--- src/design/bis_pkg.sv ---
// shared types and constants for the binary insertion sorter
package bis_pkg;

    localparam int DATA_W = 32;
    localparam int POS_W  = 6;

    typedef struct packed {
        logic signed [DATA_W-1:0] value;
        logic                     last;
    } in_item_t;

    typedef struct packed {
        logic signed [DATA_W-1:0] value_res;
        logic [POS_W-1:0]         position;
        logic                     last_res;
        logic                     overflow;
    } out_item_t;

    // per-cycle command broadcast to every cell of the chain
    typedef struct packed {
        logic insert;
        logic shift_lo;
        logic shift_hi;
    } cell_ctrl_t;

endpackage

--- src/design/bis_cell.sv ---
// one storage cell of the insertion chain: holds one sorted entry
module bis_cell #(
    parameter int VALUE_BITS = 32
) (
    input  logic                          clk,
    input  logic                          rst_n,
    input  bis_pkg::cell_ctrl_t           ctrl,
    input  logic signed [VALUE_BITS-1:0]  new_value,
    input  logic [bis_pkg::POS_W-1:0]     new_pos,
    input  logic                          left_valid,
    input  logic signed [VALUE_BITS-1:0]  left_value,
    input  logic [bis_pkg::POS_W-1:0]     left_pos,
    input  logic                          left_gt,
    input  logic                          left_settled,
    input  logic                          right_valid,
    input  logic signed [VALUE_BITS-1:0]  right_value,
    input  logic [bis_pkg::POS_W-1:0]     right_pos,
    output logic                          valid,
    output logic signed [VALUE_BITS-1:0]  value,
    output logic [bis_pkg::POS_W-1:0]     pos,
    output logic                          gt,
    output logic                          settled
);
    import bis_pkg::*;

    logic                         valid_reg, valid_next;
    logic signed [VALUE_BITS-1:0] value_reg, value_next;
    logic [POS_W-1:0]             pos_reg, pos_next;
    logic                         take_new;

    // strictly greater keeps equal values in arrival order
    assign gt       = valid_reg && (new_value < value_reg);
    assign settled  = valid_reg && !gt;
    assign take_new = (!valid_reg || gt) && left_settled;

    always_comb
    begin
        valid_next = valid_reg;
        value_next = value_reg;
        pos_next   = pos_reg;
        if (ctrl.insert)
        begin
            if (left_gt)
            begin
                valid_next = left_valid;
                value_next = left_value;
                pos_next   = left_pos;
            end
            else if (take_new)
            begin
                valid_next = 1'b1;
                value_next = new_value;
                pos_next   = new_pos;
            end
        end
        else if (ctrl.shift_lo)
        begin
            valid_next = right_valid;
            value_next = right_value;
            pos_next   = right_pos;
        end
        else if (ctrl.shift_hi)
        begin
            valid_next = left_valid;
            value_next = left_value;
            pos_next   = left_pos;
        end
    end

    always_ff @(posedge clk or negedge rst_n)
    begin
        if (!rst_n)
            valid_reg <= 1'b0;
        else
            valid_reg <= valid_next;
    end

    always_ff @(posedge clk)
    begin
        value_reg <= value_next;
        pos_reg   <= pos_next;
    end

    assign valid = valid_reg;
    assign value = value_reg;
    assign pos   = pos_reg;

endmodule

--- config.mk ---
export PLATFORM = sky130hd
export DESIGN_NAME = bis_cell
export DESIGN_NICKNAME = d
export VERILOG_FILES = /design/src/design/bis_pkg.sv /design/src/design/bis_cell.sv
export SDC_FILE = /design/constraint.sdc
export NUM_CORES = 1
export LEC_CHECK = 0
export CORE_UTILIZATION = 55
export CTS_BUF_LIST = sky130_fd_sc_hd__clkbuf_4 sky130_fd_sc_hd__clkbuf_8
export DETAILED_ROUTE_END_ITERATION = 10
export DONT_BUFFER_PORTS = 1
export GPL_TIMING_DRIVEN = 0
export PLACE_DENSITY_LB_ADDON = 0.3
export SYNTH_ARGS = -nofsm -noshare
export SYNTH_HDL_FRONTEND = slang
export SYNTH_SLANG_ARGS = --single-unit
--- constraint.sdc ---
create_clock -name clk -period 11.95 [get_ports clk]
set_input_delay 1.7925 -clock clk [delete_from_list [all_inputs] [get_ports clk]]
set_output_delay 1.7925 -clock clk [all_outputs]
set_load 0.05 [all_outputs]
==> qor.txt <==
WL final = 8440 um
Setup slack, reg-to-reg = 8.16 ns
Initial antenna violation count = 0
Internal Power = 0.253 mW
Final Hold Vio Count = 0
Switch Pwr = 0.175 mW
CP arrival = 3.88 ns
Vias in the first global route = 2790
DP HPWL = 6540 um
Fin crit share = 47.5%
Mapped Cells = 340
#FFs+latches synth = 39
WP data required = 10.16 ns
Clock skew = 0.00845 ns
Status = finished clean
Final setup margin = 6.28 ns
PortBufs = 0
Yosys warns = 0
Logic pwr share = 23.5%
Setup Buffers After CTS = 0
Post-DR wirelength/cell = 20.0 um
Type of origin of the critical path = input pin
Pre-CTS setup slack = 6.25 ns
Vias = 2643
Ys async rst share = 2.56%
Clock group share of total power = 20.8%
Crit path cell chain = ha_1, nand4_2, nor3_2, or4b_1, a31oi_2, o31a_2, o21a_1
Remaining global-route overflow = 0
Worst-path fanout max = 4
Initial core utilization = 58.2%
Clk Latency, worst-skew pair = 0.29 ns
Max FFs per register = 32
Hold path endpoint = valid
Die height = 79.0 um
Power Dens Cells = 123 nW/um2
Sw Share = 40.9%
H-tree levels = 2
ANT cells = 0
Core outline area = 5610 um2
Setup violators final = 0
NumNets Final = 502
Gr usage total = 27.9%
Row cnt = 27
Layout cell share with drive strength beyond 1 = 4.87%
First-pass GRT wire length = 13300 um
Reg-to-Reg Start = value[13]
PostCTS Resize Cnt = 0
Root Driver = clkbuf_8
Worst Hold Class = flop to flop
Crit end category = output pin
CP Class = input pin to output pin
Seq/Total Area, Yosys = 35.7%
CTS tree = done
Largest net degree at the start of global routing = 23
Achievable Freq = 176 MHz
EDFF count, synth = 38
Pins Over Slew Limit = 0
RePlAce Congestion = 0.806
Worst path buffer plus inverter count = 0
Register-to-Register Path Depth = 10
Post-Layout Cell Count = 421
VDD IR-drop max = 0.0000801 V
Synth Area per Inst = 9.60 um2
Reg power frac = 55.7%
Hold buffers post-CTS = 0
Total die area = 6250 um2
P&R area growth vs syn = 6.52%
Sum Neg Setup Slack = 0 ns
Syn Std Cell Area = 3260 um2
# IOs = 164
Relative slew slack = 46.4%
CTS Sinks = 39
1st-pass router iterations = 4
Worst hold margin = 1.04 ns
Placed cell count = 413
CP max stage delay = 0.47 ns
Worst hold path stage count = 1
Synth Flop Type = edfxtp_1
Lkg Pwr = 1.45 nW
Max-cap violations = 0
Worst Tran Pin Value = 0.802 ns
Critical-path top delay cell = or4b_1
Avg Vias per Cell = 6.28
Die Wd = 79.0 um
Clk buf depth = 2
Drt drc = 0
Fin crit period = 5.67 ns
Initial drt markers = 108
Crit-path leading delay family = compound AO/OA/AOI/OAI gates
Worst R2R End = value[17]
Synthesized Nets = 494
Post-route ant nets = 0
RSZ-0062 raised after global routing = false
Library cells used by synthesis = 37
Clock transition at path regs = 0.08 ns
Worst Hold Launch = valid
CTS buffer count = 5
[synthesized netlist by cell type, types with 2 or more instances]
cell	number	area [um2]
a21o_1	2	15.0
o21a_1	4	30.0
nor4_1	2	12.5
nand4_1	4	25.0
nand2b_1	2	12.5
buf_1	3	11.3
a211oi_1	39	293
mux2i_1	39	390
o21ai_0	4	20.0
nor2_1	2	7.51
a21oi_1	51	255
edfxtp_1	38	1140
clkbuf_1	19	71.3
inv_1	32	120
nand3_1	2	10.0
nor2b_1	40	250
nor3_1	2	10.0
nand2_1	6	22.5
ha_1	31	388
[worst max-delay path by stage]
stage / start / to / slack (ns) / depth (start not counted)
4_1_cts: new_value[14] / gt / 6.24 / 7
2_1_floorplan: new_value[14] / pos[0] / 6.26 / 8
3_5_place_dp: new_value[14] / gt / 6.25 / 7
5_1_grt: new_value[15] / gt / 6.15 / 7
6_report: new_value[14] / gt / 6.28 / 7
3_3_place_gp: new_value[14] / value[15] / 5.09 / 8
[worst reg2reg max path: cells and delay by family, from the launching register on]
kind	cells	cell delay (ns)
and+or+nand+nor	3	0.85
buffers and inverters	2	0.34
adders and majority gates	1	0.33
AOI/OAI and AO/OA	4	1.32
DFF	1	0.66
[cell usage in the layout (no fill, tap or decap), types with 2 or more instances in the layout]
| master | instances |
|---|---|
| a21oi_1 | 50 |
| nor2b_1 | 40 |
| mux2i_1 | 39 |
| a211oi_1 | 39 |
| edfxtp_1 | 38 |
| inv_1 | 32 |
| ha_1 | 31 |
| clkbuf_1 | 19 |
| nand2_1 | 6 |
| clkbuf_8 | 5 |
| nand4_1 | 4 |
| o21a_1 | 4 |
| o21ai_0 | 4 |
| buf_1 | 3 |
| clkinv_2 | 3 |
| a21o_1 | 2 |
| nand3_1 | 2 |
| nor3_1 | 2 |
| nor2_1 | 2 |
| nand2b_1 | 2 |
| nor4_1 | 2 |
[routing by layer]
metal  wire [um]  part of all wire, %  up-vias  global-route usage [%]
met2        4360                   52      116                    48.4
met4          87                  1.0        0                    10.2
met5           0                    0        -                       0
li1            -                    -     1283                       -
met3         726                  8.6        7                    8.51
met1        3270                   39     1237                    32.2
[cells by family (layout without fill, tap and decap cells)]
kind of cell / count (synthesis) / count (layout) / share of synthesized area, %
compound gates: 110 / 110 / 21.8
simple gates: 66 / 66 / 12.3
buf+inv: 55 / 64 / 6.36
mux: 39 / 39 / 12.0
flops: 39 / 39 / 35.7
fa+ha+maj: 31 / 31 / 11.9
[through the flow]
stage                     area [um2]  util [%]  power, mW
final                           3480      62.0      0.429
after global routing            3480      62.0      0.451
after CTS                       3480      62.0      0.431
after detailed placement        3390      60.5      0.343
after global placement          3350      59.8      0.337
after floorplan                 3260         -      0.317
[power by group through the flow]
stage	sequential (mW)	combinational (mW)	clock [mW]
floorplan	0.239	0.0789	0
global placement	0.243	0.0940	0
detailed placement	0.242	0.101	0
CTS	0.239	0.101	0.0904
global route	0.241	0.114	0.0964
finish	0.239	0.101	0.0892
[layout make-up]
cell class / instances / area [um2]
flip-flops and latches: 39 / 1170
clock inverters: 3 / 15.0
repair buffers: 1 / 27.5
clock buffers: 5 / 68.8
plain buffers: 23 / 87.6
inverters: 32 / 120
fillers: 481 / 2130
multi-input cells: 246 / 1900
well taps: 72 / 90.1
No activity file was read; power rests on OpenSTA's default activity.
